$ cat config.mk
export PLATFORM = sky130hd
export DESIGN_NAME = text_console_cursor_engine
export DESIGN_NICKNAME = d
export VERILOG_FILES = /design/src/hw/rtl/tcce_pkg.sv /design/src/hw/rtl/tcce_cmd_gen.sv /design/src/hw/rtl/text_console_cursor_engine.sv
export VERILOG_INCLUDE_DIRS = /design/src /design/src/hw/rtl
export SDC_FILE = /design/constraint.sdc
export NUM_CORES = 1
export LEC_CHECK = 0
export BUFFER_PORTS_ARGS = -buffer_cell sky130_fd_sc_hd__buf_2
export CORE_AREA = 8 8 223 438
export CTS_CLUSTER_DIAMETER = 120
export DETAILED_ROUTE_END_ITERATION = 7
export DIE_AREA = 0 0 231 446
export SYNTH_ARGS = -nofsm -noshare
export SYNTH_HDL_FRONTEND = slang
export SYNTH_SLANG_ARGS = --single-unit
$ cat constraint.sdc
create_clock -name clock -period 17.39 [get_ports clock]
set_input_delay 1.739 -clock clock [delete_from_list [all_inputs] [get_ports clock]]
set_output_delay 1.739 -clock clock [all_outputs]
set_load 0.005 [all_outputs]
$ cat src/hw/rtl/text_console_cursor_engine_macros.svh
// Assertion helpers for the text console cursor engine.
`ifndef TEXT_CONSOLE_CURSOR_ENGINE_MACROS_SVH
`define TEXT_CONSOLE_CURSOR_ENGINE_MACROS_SVH

`ifndef NO_ASSERTIONS

// Same-cycle implication, disabled while reset is high.
`define TCCE_ASSERT_IMP(label, clk, rst, ante, cons, msg) \
   label: assert property (@(posedge clk) disable iff (rst) (ante) |-> (cons)) \
      else $error(msg);

// Next-cycle implication, disabled while reset is high.
`define TCCE_ASSERT_NXT(label, clk, rst, ante, cons, msg) \
   label: assert property (@(posedge clk) disable iff (rst) (ante) |=> (cons)) \
      else $error(msg);

`else

`define TCCE_ASSERT_IMP(label, clk, rst, ante, cons, msg)
`define TCCE_ASSERT_NXT(label, clk, rst, ante, cons, msg)

`endif

`endif

$ cat src/hw/rtl/tcce_pkg.sv
`default_nettype none

package tcce_pkg;

   // Default limits on the configured screen size.
   localparam int MAX_COLUMNS_DEF = 256;
   localparam int MAX_ROWS_DEF    = 128;

   // Register reset values.
   localparam int COLUMNS_RESET = 80;
   localparam int ROWS_RESET    = 25;

   // Field widths.
   localparam int COLUMNS_REG_W = 9;
   localparam int ROWS_REG_W    = 8;
   localparam int COLOUR_W      = 24;
   localparam int CHAR_W        = 8;
   localparam int COMMAND_W     = 2;
   localparam int COL_FIELD_W   = 9;
   localparam int ROW_FIELD_W   = 8;
   localparam int CSR_INDEX_W   = 2;

   localparam int REQ_DATA_W = 32;
   localparam int RSP_DATA_W = 56;

   // Commands per item: a tab gives four draws, each possibly preceded by a scroll.
   localparam int TAB_SPACES = 4;
   localparam int MAX_CMDS   = 2 * TAB_SPACES;
   localparam int CNT_W      = $clog2(MAX_CMDS + 1);
   localparam int IDX_W      = $clog2(MAX_CMDS);

   // Control characters.
   localparam logic [CHAR_W-1:0] CHAR_BACKSPACE = 8'd8;
   localparam logic [CHAR_W-1:0] CHAR_TAB       = 8'd9;
   localparam logic [CHAR_W-1:0] CHAR_NEWLINE   = 8'd10;
   localparam logic [CHAR_W-1:0] CHAR_RETURN    = 8'd13;
   localparam logic [CHAR_W-1:0] CHAR_SPACE     = 8'd32;

   typedef enum logic [COMMAND_W-1:0] {
      CMD_DRAW   = 2'd0,
      CMD_CLEAR  = 2'd1,
      CMD_SCROLL = 2'd2
   } command_type;

   typedef enum logic [CSR_INDEX_W-1:0] {
      CSR_TEXT_COLUMNS = 2'd0,
      CSR_TEXT_ROWS    = 2'd1,
      CSR_BACKGROUND   = 2'd2
   } csr_index_type;

   typedef struct packed {
      logic                   last;
      logic [COLOUR_W-1:0]    colour;
      logic [CHAR_W-1:0]      glyph;
      logic [ROW_FIELD_W-1:0] row;
      logic [COL_FIELD_W-1:0] column;
      command_type            command;
   } cmd_type;

   function automatic cmd_type mk_cmd(
      input command_type            command,
      input logic [COL_FIELD_W-1:0] column,
      input logic [ROW_FIELD_W-1:0] row,
      input logic [CHAR_W-1:0]      glyph,
      input logic [COLOUR_W-1:0]    colour
   );
      cmd_type c;
      c.last    = 1'b0;
      c.colour  = colour;
      c.glyph   = glyph;
      c.row     = row;
      c.column  = column;
      c.command = command;
      return c;
   endfunction

endpackage

`default_nettype wire

$ cat src/hw/rtl/tcce_cmd_gen.sv
`default_nettype none

// Turns one character into its command list and the cursor that follows.
module tcce_cmd_gen #(
   parameter int MAX_COLUMNS = tcce_pkg::MAX_COLUMNS_DEF,
   parameter int MAX_ROWS    = tcce_pkg::MAX_ROWS_DEF,
   parameter int CW          = $clog2(MAX_COLUMNS + 2),
   parameter int RW          = $clog2(MAX_ROWS + 1)
) (
   input  wire logic [CW-1:0]                   cur_col,
   input  wire logic [RW-1:0]                   cur_row,
   input  wire logic [CW-1:0]                   cols_eff,
   input  wire logic [RW-1:0]                   rows_eff,
   input  wire logic [tcce_pkg::COLOUR_W-1:0]   background,
   input  wire logic [tcce_pkg::CHAR_W-1:0]     char_code,
   input  wire logic [tcce_pkg::COLOUR_W-1:0]   ink_colour,
   output      logic [CW-1:0]                   next_col,
   output      logic [RW-1:0]                   next_row,
   output      tcce_pkg::cmd_type [tcce_pkg::MAX_CMDS-1:0] cmd_list,
   output      logic [tcce_pkg::CNT_W-1:0]      cmd_count
);
   import tcce_pkg::*;

   typedef struct packed {
      logic [CW-1:0] col;
      logic [RW-1:0] row;
      logic          scroll;
   } pos_type;

   // One cursor advance: wrap past the column count, clamp and scroll at the row count.
   function automatic pos_type advance(input pos_type p, input logic [CW-1:0] cols,
                                       input logic [RW-1:0] rows);
      pos_type     q;
      logic [RW:0] r;
      r        = {1'b0, p.row};
      q.scroll = 1'b0;
      if (p.col > cols) begin
         q.col = '0;
         r     = r + 1'b1;
      end else begin
         q.col = p.col + 1'b1;
      end
      if (r >= {1'b0, rows}) begin
         r        = {1'b0, rows} - 1'b1;
         q.scroll = 1'b1;
      end
      q.row = r[RW-1:0];
      return q;
   endfunction

   always_comb begin
      pos_type                p;
      logic [CNT_W-1:0]       n;
      logic [CW-1:0]          bcol;
      logic [RW-1:0]          brow;
      logic                   is_tab;
      logic [CHAR_W-1:0]      glyph;
      cmd_type                scroll_cmd;

      p.col      = cur_col;
      p.row      = cur_row;
      p.scroll   = 1'b0;
      n          = '0;
      cmd_list   = '0;
      bcol       = cur_col - 1'b1;
      brow       = cur_row;
      is_tab     = (char_code == CHAR_TAB);
      glyph      = is_tab ? CHAR_SPACE : char_code;
      scroll_cmd = mk_cmd(CMD_SCROLL, '0, '0, '0, background);

      if (char_code == CHAR_NEWLINE) begin
         p = advance(p, cols_eff, rows_eff);
         if (p.scroll) begin
            cmd_list[n[IDX_W-1:0]] = scroll_cmd;
            n = n + 1'b1;
         end
         p.col = '0;
         p.row = p.row + 1'b1;
      end else if (char_code == CHAR_RETURN) begin
         p.col = '0;
      end else if (char_code == CHAR_BACKSPACE && cur_col != '0) begin
         // Step back; at the line start go to the previous row's last cell, or to column 0 if that row is row 0.
         if (bcol == '0) begin
            bcol = cols_eff - 1'b1;
            if (brow != '0) begin
               brow = brow - 1'b1;
            end
            if (brow == '0) begin
               bcol = '0;
            end
         end
         p.col = bcol;
         p.row = brow;
         cmd_list[n[IDX_W-1:0]] = mk_cmd(CMD_CLEAR, COL_FIELD_W'(bcol + 1'b1),
                                         ROW_FIELD_W'(brow), '0, background);
         n = n + 1'b1;
      end else begin
         for (int i = 0; i < TAB_SPACES; i++) begin
            if (i == 0 || is_tab) begin
               p = advance(p, cols_eff, rows_eff);
               if (p.scroll) begin
                  cmd_list[n[IDX_W-1:0]] = scroll_cmd;
                  n = n + 1'b1;
               end
               cmd_list[n[IDX_W-1:0]] = mk_cmd(CMD_DRAW, COL_FIELD_W'(p.col),
                                               ROW_FIELD_W'(p.row), glyph, ink_colour);
               n = n + 1'b1;
            end
         end
      end

      if (n != '0) begin
         cmd_list[IDX_W'(n - 1'b1)].last = 1'b1;
      end

      next_col  = p.col;
      next_row  = p.row;
      cmd_count = n;
   end

endmodule

`default_nettype wire

$ cat src/hw/rtl/text_console_cursor_engine.sv
// A character waits in the input register until its commands load into the command buffer,
// whose head drives rsp. Throughput: one character per cycle while each gives at most one
// command and rsp_tready stays high; a longer run (up to eight commands for a tab) leaves
// the command buffer one entry a cycle while rsp_tready is high, and the next character waits.
// Reset (synchronous, active high): cursor at column 0 row 0, 80 columns, 25 rows,
// black background, input register and command buffer empty.
`default_nettype none

`include "text_console_cursor_engine_macros.svh"

module text_console_cursor_engine #(
   parameter int MAX_COLUMNS = tcce_pkg::MAX_COLUMNS_DEF,
   parameter int MAX_ROWS    = tcce_pkg::MAX_ROWS_DEF
) (
   input  wire logic                               clock,
   input  wire logic                               reset,
   // Character channel.
   input  wire logic                               req_tvalid,
   output      logic                               req_tready,
   // [7:0] char_code, [31:8] ink_colour
   input  wire logic [tcce_pkg::REQ_DATA_W-1:0]    req_tdata,
   // Command channel.
   output      logic                               rsp_tvalid,
   input  wire logic                               rsp_tready,
   // [1:0] command, [10:2] cell_column, [18:11] cell_row, [26:19] glyph_code,
   // [50:27] cell_colour, [55:51] zero
   output      logic [tcce_pkg::RSP_DATA_W-1:0]    rsp_tdata,
   output      logic                               rsp_tlast,  // last_of_run
   // Register writes.
   input  wire logic                               csr_we,
   input  wire logic [tcce_pkg::CSR_INDEX_W-1:0]   csr_index,
   input  wire logic [tcce_pkg::COLOUR_W-1:0]      csr_wdata
);
   import tcce_pkg::*;

   // Cursor column may sit one past the column count; the row may reach the row count.
   localparam int CW = $clog2(MAX_COLUMNS + 2);
   localparam int RW = $clog2(MAX_ROWS + 1);

   localparam int COLS_RESET_SAT = (COLUMNS_RESET > MAX_COLUMNS) ? MAX_COLUMNS : COLUMNS_RESET;
   localparam int ROWS_RESET_SAT = (ROWS_RESET > MAX_ROWS) ? MAX_ROWS : ROWS_RESET;

   // ---------------------------------------------------------------------
   // Configuration: store counts already clamped to 1..MAX.
   // ---------------------------------------------------------------------
   logic [CW-1:0]        cols_eff_ff, cols_eff_in;
   logic [RW-1:0]        rows_eff_ff, rows_eff_in;
   logic [COLOUR_W-1:0]  background_ff, background_in;
   logic [COLUMNS_REG_W-1:0] wr_cols;
   logic [ROWS_REG_W-1:0]    wr_rows;
   logic [CW-1:0]        cols_sat;
   logic [RW-1:0]        rows_sat;

   always_comb begin
      wr_cols = csr_wdata[COLUMNS_REG_W-1:0];
      wr_rows = csr_wdata[ROWS_REG_W-1:0];

      if (wr_cols == '0) begin
         cols_sat = CW'(1);
      end else if (32'(wr_cols) > 32'(MAX_COLUMNS)) begin
         cols_sat = CW'(MAX_COLUMNS);
      end else begin
         cols_sat = CW'(wr_cols);
      end

      if (wr_rows == '0) begin
         rows_sat = RW'(1);
      end else if (32'(wr_rows) > 32'(MAX_ROWS)) begin
         rows_sat = RW'(MAX_ROWS);
      end else begin
         rows_sat = RW'(wr_rows);
      end

      cols_eff_in   = cols_eff_ff;
      rows_eff_in   = rows_eff_ff;
      background_in = background_ff;
      if (csr_we) begin
         case (csr_index)
            CSR_TEXT_COLUMNS: cols_eff_in   = cols_sat;
            CSR_TEXT_ROWS:    rows_eff_in   = rows_sat;
            CSR_BACKGROUND:   background_in = csr_wdata;
            default:          ;  // unused index: drop the write
         endcase
      end
   end

   // ---------------------------------------------------------------------
   // Input register and command buffer handshake.
   // ---------------------------------------------------------------------
   logic                 item_valid_ff, item_valid_in;
   logic [REQ_DATA_W-1:0] item_ff, item_in;
   logic [CNT_W-1:0]     count_ff, count_in;
   cmd_type [MAX_CMDS-1:0] entries_ff, entries_in;
   logic [CW-1:0]        cursor_col_ff, cursor_col_in;
   logic [RW-1:0]        cursor_row_ff, cursor_row_in;

   logic                 rsp_xfer;
   logic                 load;
   logic [CW-1:0]        gen_col;
   logic [RW-1:0]        gen_row;
   cmd_type [MAX_CMDS-1:0] gen_list;
   logic [CNT_W-1:0]     gen_count;

   tcce_cmd_gen #(
      .MAX_COLUMNS (MAX_COLUMNS),
      .MAX_ROWS    (MAX_ROWS),
      .CW          (CW),
      .RW          (RW)
   ) u_cmd_gen (
      .cur_col    (cursor_col_ff),
      .cur_row    (cursor_row_ff),
      .cols_eff   (cols_eff_ff),
      .rows_eff   (rows_eff_ff),
      .background (background_ff),
      .char_code  (item_ff[CHAR_W-1:0]),
      .ink_colour (item_ff[CHAR_W +: COLOUR_W]),
      .next_col   (gen_col),
      .next_row   (gen_row),
      .cmd_list   (gen_list),
      .cmd_count  (gen_count)
   );

   assign rsp_tvalid = (count_ff != '0);
   assign rsp_xfer   = rsp_tvalid && rsp_tready;

   // Load the held character once the buffer is empty or gives up its final entry now.
   assign load       = item_valid_ff && ((count_ff == '0) ||
                                         (count_ff == CNT_W'(1) && rsp_tready));
   assign req_tready = !item_valid_ff || load;

   always_comb begin
      item_valid_in = item_valid_ff;
      item_in       = item_ff;
      count_in      = count_ff;
      entries_in    = entries_ff;
      cursor_col_in = cursor_col_ff;
      cursor_row_in = cursor_row_ff;

      if (load) begin
         // Replace the buffer with the new run and advance the cursor.
         entries_in    = gen_list;
         count_in      = gen_count;
         cursor_col_in = gen_col;
         cursor_row_in = gen_row;
         item_valid_in = 1'b0;
      end else if (rsp_xfer) begin
         // Shift the buffer down one entry per transfer.
         for (int i = 0; i < MAX_CMDS - 1; i++) begin
            entries_in[i] = entries_ff[i+1];
         end
         count_in = count_ff - 1'b1;
      end

      if (req_tvalid && req_tready) begin
         item_in       = req_tdata;
         item_valid_in = 1'b1;
      end
   end

   always_ff @(posedge clock) begin
      if (reset) begin
         cols_eff_ff   <= CW'(COLS_RESET_SAT);
         rows_eff_ff   <= RW'(ROWS_RESET_SAT);
         background_ff <= '0;
         item_valid_ff <= 1'b0;
         count_ff      <= '0;
         cursor_col_ff <= '0;
         cursor_row_ff <= '0;
      end else begin
         cols_eff_ff   <= cols_eff_in;
         rows_eff_ff   <= rows_eff_in;
         background_ff <= background_in;
         item_valid_ff <= item_valid_in;
         count_ff      <= count_in;
         cursor_col_ff <= cursor_col_in;
         cursor_row_ff <= cursor_row_in;
      end
   end

   // Payload: no reset needed.
   always_ff @(posedge clock) begin
      item_ff    <= item_in;
      entries_ff <= entries_in;
   end

   // ---------------------------------------------------------------------
   // Output: the head of the buffer.
   // ---------------------------------------------------------------------
   assign rsp_tdata = {{(RSP_DATA_W - 51){1'b0}},
                       entries_ff[0].colour,
                       entries_ff[0].glyph,
                       entries_ff[0].row,
                       entries_ff[0].column,
                       entries_ff[0].command};
   assign rsp_tlast = entries_ff[0].last;

   // ---------------------------------------------------------------------
   // Checks.
   // ---------------------------------------------------------------------
   `TCCE_ASSERT_NXT(a_stall_holds_count, clock, reset, rsp_tvalid && !rsp_tready,
                    count_ff == $past(count_ff), "buffer count moved while stalled")
   `TCCE_ASSERT_IMP(a_last_at_tail, clock, reset, rsp_tvalid,
                    rsp_tlast == (count_ff == CNT_W'(1)), "tlast not on final entry of run")
   `TCCE_ASSERT_NXT(a_run_continues, clock, reset, rsp_xfer && count_ff > CNT_W'(1),
                    rsp_tvalid, "run dropped before its final command")

endmodule

`default_nettype wire

==> out/metrics.cfg <==
[die]
die_x_um=231
fp.dieH_um=446
die-area_um2=103000
row_count=158
io-pin-count=122
initial_core_util_pct=34.5
coreArea_um2=92100

[route]
drtPass1Iterations=6
viasPerCell=6.13
detail-route-antenna-nets=0
drc=0
wire_per_inst_um=26.9
drt-initial-drc-count=3518
dr_total_vias=27606
wl_um=121000

[clock_network]
cts.clk_slew.worst_paths_ns=0.06
cts_buffers=52
htreeDepth=2
cts_tree=done
clk_latency_ns=0.65
cts.sinks=504
cts_root_buffer=clkbuf_16
cts_buffer_depth=3

[timing]
setup_viol=0
finalCritPeriodShare_pct=93.3
rsz0062_at_grt=no
finalHoldViolations=0
fmax_mhz=61.6
max_slew_margin_pct=13.4
fin_tns_setup_ns=0
min_period_ns=16.23
slew_viol_final=0
fin_skew_ns=0.0301
tightestPinTransition_ns=1.29

[critical_path]
startpoint_type=flop
worst-setup-path-type=reg2reg
crit_fanout=22
cp_slowest_cell=or3_1
max_stage_delay_ns=0.63
crit_top_cell=ha_1
rrSetupSlack_ns=1.16
crit_required_ns=17.75
worstSetupEndpointType=flop
arrival_ns=16.58
reg2regPathDepth=65

[finish]
ff_latch_area_um2=14500
nNetsFinal=3420
final_cells=4503
num-fill-cells=9248
multi_input_area_um2=15800
final_area_um2=35300
area_growth_pct=10.8
drive_above_1_share_pct=11.6

[global_route]
first_global_vias=26681
use_met1_pct=30.2
busiest_layer=met2
grt_pass1_wl_um=178000
antenna_found_initial=3
gr-total-overflow=0
use_met3_pct=3.36
grt_max_degree=261
grtUsageTotal_pct=22.5
met2_usage_pct=36.3

[synth]
synth_area_leader_cell=edfxtp_1
synth.distinct_cells=101
synthTopCellsByCount=edfxtp_1 (441), nand2_1 (380), nor2_1 (299)
async_flop_share_pct=0
synthCells=3277
synth_area_um2=31800
synth.most_common_cell=edfxtp_1
syn_area_per_cell_um2=9.71
synth_enable_flop_cells=441
seq_area_frac_synth_pct=45.6
ys.flop_type=edfxtp_1
ys.warnings.count=0
netlist.area_leader.share_pct=41.6
synthTopCellsByArea=edfxtp_1 (42%), nand2_1 (4.5%), a221o_1 (4.1%)
ys_seq_elements=504

[place]
gp_congestion=0.966
dp_hpwl_um=81500
port_buffers=116
place_area_um2=33400
dpl.cell_count=4402

[worst_hold_path]
hold_path_class=reg2reg
hold_depth=1

[power_and_ir_drop]
p_leak_nw=13.2
vdd_drop_max_uv=301
power.density_nw_per_um2=185

[run_status]
status=complete, no violations

[job]
max_cap_violations=0

[cells in the final DEF (no fill, tap or decap), types with 18 or more instances in the layout]
cell type  netlist  layout
a32o_1          25      25
nor3b_1         18      18
mux2i_1        120     118
clkbuf_16        0      52
a211oi_1        23      22
ha_1            98      98
nor4_1          25      24
a21oi_1        168     162
nor3_1          66      63
mux2_2          26      26
nand2b_1        18      18
buf_4           58      90
a22oi_1         42      42
nand4_1         28      28
a21o_1          35      35
a22o_1          76      76
and3_1          58      58
dfxtp_1         63      63
a31oi_1         46      45
buf_2           23     116
o21a_1          18      18
edfxtp_1       441     441
a221o_1        129     129
xnor2_1         59      58
or3_1           18      18
nand3_1         75      75
o221ai_1        26      26
nor2_1         299     296
o21ai_0        133     133
nand2_1        380     379
o31ai_1         27      27
o211ai_1        23      23
inv_1           94      92
and2_1         101     100
xor2_1          29      29
[cell type report]
| type | instances | area share (%) |
|---|---|---|
| clock buffers | 71 | 3.98 |
| diodes | 1 | 0.00710 |
| flip-flops and latches | 504 | 41.1 |
| well taps | 1200 | 4.26 |
| inverters | 99 | 1.08 |
| repair buffers | 209 | 3.73 |
| multi-input cells | 2393 | 44.8 |
| clock inverters | 26 | 0.994 |
[through the flow]
| stage | power [mW] | utilization (%) | setup slack (ns) | hold slack (ns) |
|---|---|---|---|---|
| after floorplan | 4.37 | - | 3.37 | 0.457 |
| after global placement | 5.24 | 36.3 | 1.05 | 0.469 |
| after detailed placement | 5.27 | 36.3 | 0.554 | 0.481 |
| after CTS | 6.46 | 38.2 | 0.503 | 0.497 |
| after global routing | 6.83 | 38.3 | 0.00910 | 0.525 |
| final | 6.53 | 38.3 | 1.16 | 0.495 |
[power by group]
group / internal (mW) / leakage, nW / total, mW / switching [mW]
logic: 1.01 / 7.52 / 3.13 / 2.12
clock network: 0.661 / 0.832 / 1.18 / 0.517
registers: 2.03 / 4.81 / 2.22 / 0.180
total: 3.71 / 13.2 / 6.53 / 2.82
[path summary, 6_finish.rpt]
kind,endpoint,startpoint
worst max-delay path,entries_ff[363],cols_eff_ff[8]
worst min-delay path,cols_eff_ff[6],cols_eff_ff[6]
worst max register to register,entries_ff[363],cols_eff_ff[8]
worst min register to register,cols_eff_ff[6],cols_eff_ff[6]
[metal layers]
metal,part of all wire [%],up-vias
met1,41,13561
met3,8.6,299
met5,0,-
li1,-,12252
met2,46,1494
met4,4.2,0
[timing repair]
action,in CTS,in global routing
hold buffers,0,0
setup endpoints to repair,0,331
endpoints found under the hold margin,0,0
setup buffers,0,3
gates resized for setup,0,7
[critical path, delay by kind of cell (launching register included)]
family	cells	cell delay, ns
XOR/XNOR	4	0.97
AND/OR/NAND/NOR	13	2.51
flip-flops	1	0.36
buffers and inverters	8	1.03
multiplexers	2	0.96
adder cells (fa/ha/maj)	10	2.70
AO/OA/AOI/OAI	28	7.34
[registers in the layout, summed over array words and instances, names as in the netlist, 8 cells and up]
| register | flops |
|---|---|
| cursor_row_ff | 8 |
| rsp_tdata | 51 |
| rows_eff_ff | 8 |
| entries_ff | 357 |
| background_ff | 24 |
| cursor_col_ff | 9 |
| item_ff | 32 |
| cols_eff_ff | 9 |
[kinds of logic (layout without fill, tap and decap cells)]
kind of cell / count (synthesis) / in the layout / synth area share [%]
buffers and inverters: 391 / 405 / 5.43
multiplexers: 147 / 147 / 4.74
AND/OR/NAND/NOR: 1153 / 1153 / 17.2
AO/OA/AOI/OAI: 895 / 895 / 20.7
adder cells (fa/ha/maj): 98 / 98 / 3.85
other: 1 / 13 / 0.0118
flip-flops: 504 / 504 / 45.6
XOR/XNOR: 88 / 88 / 2.42
(Power assumes the default switching activity.)
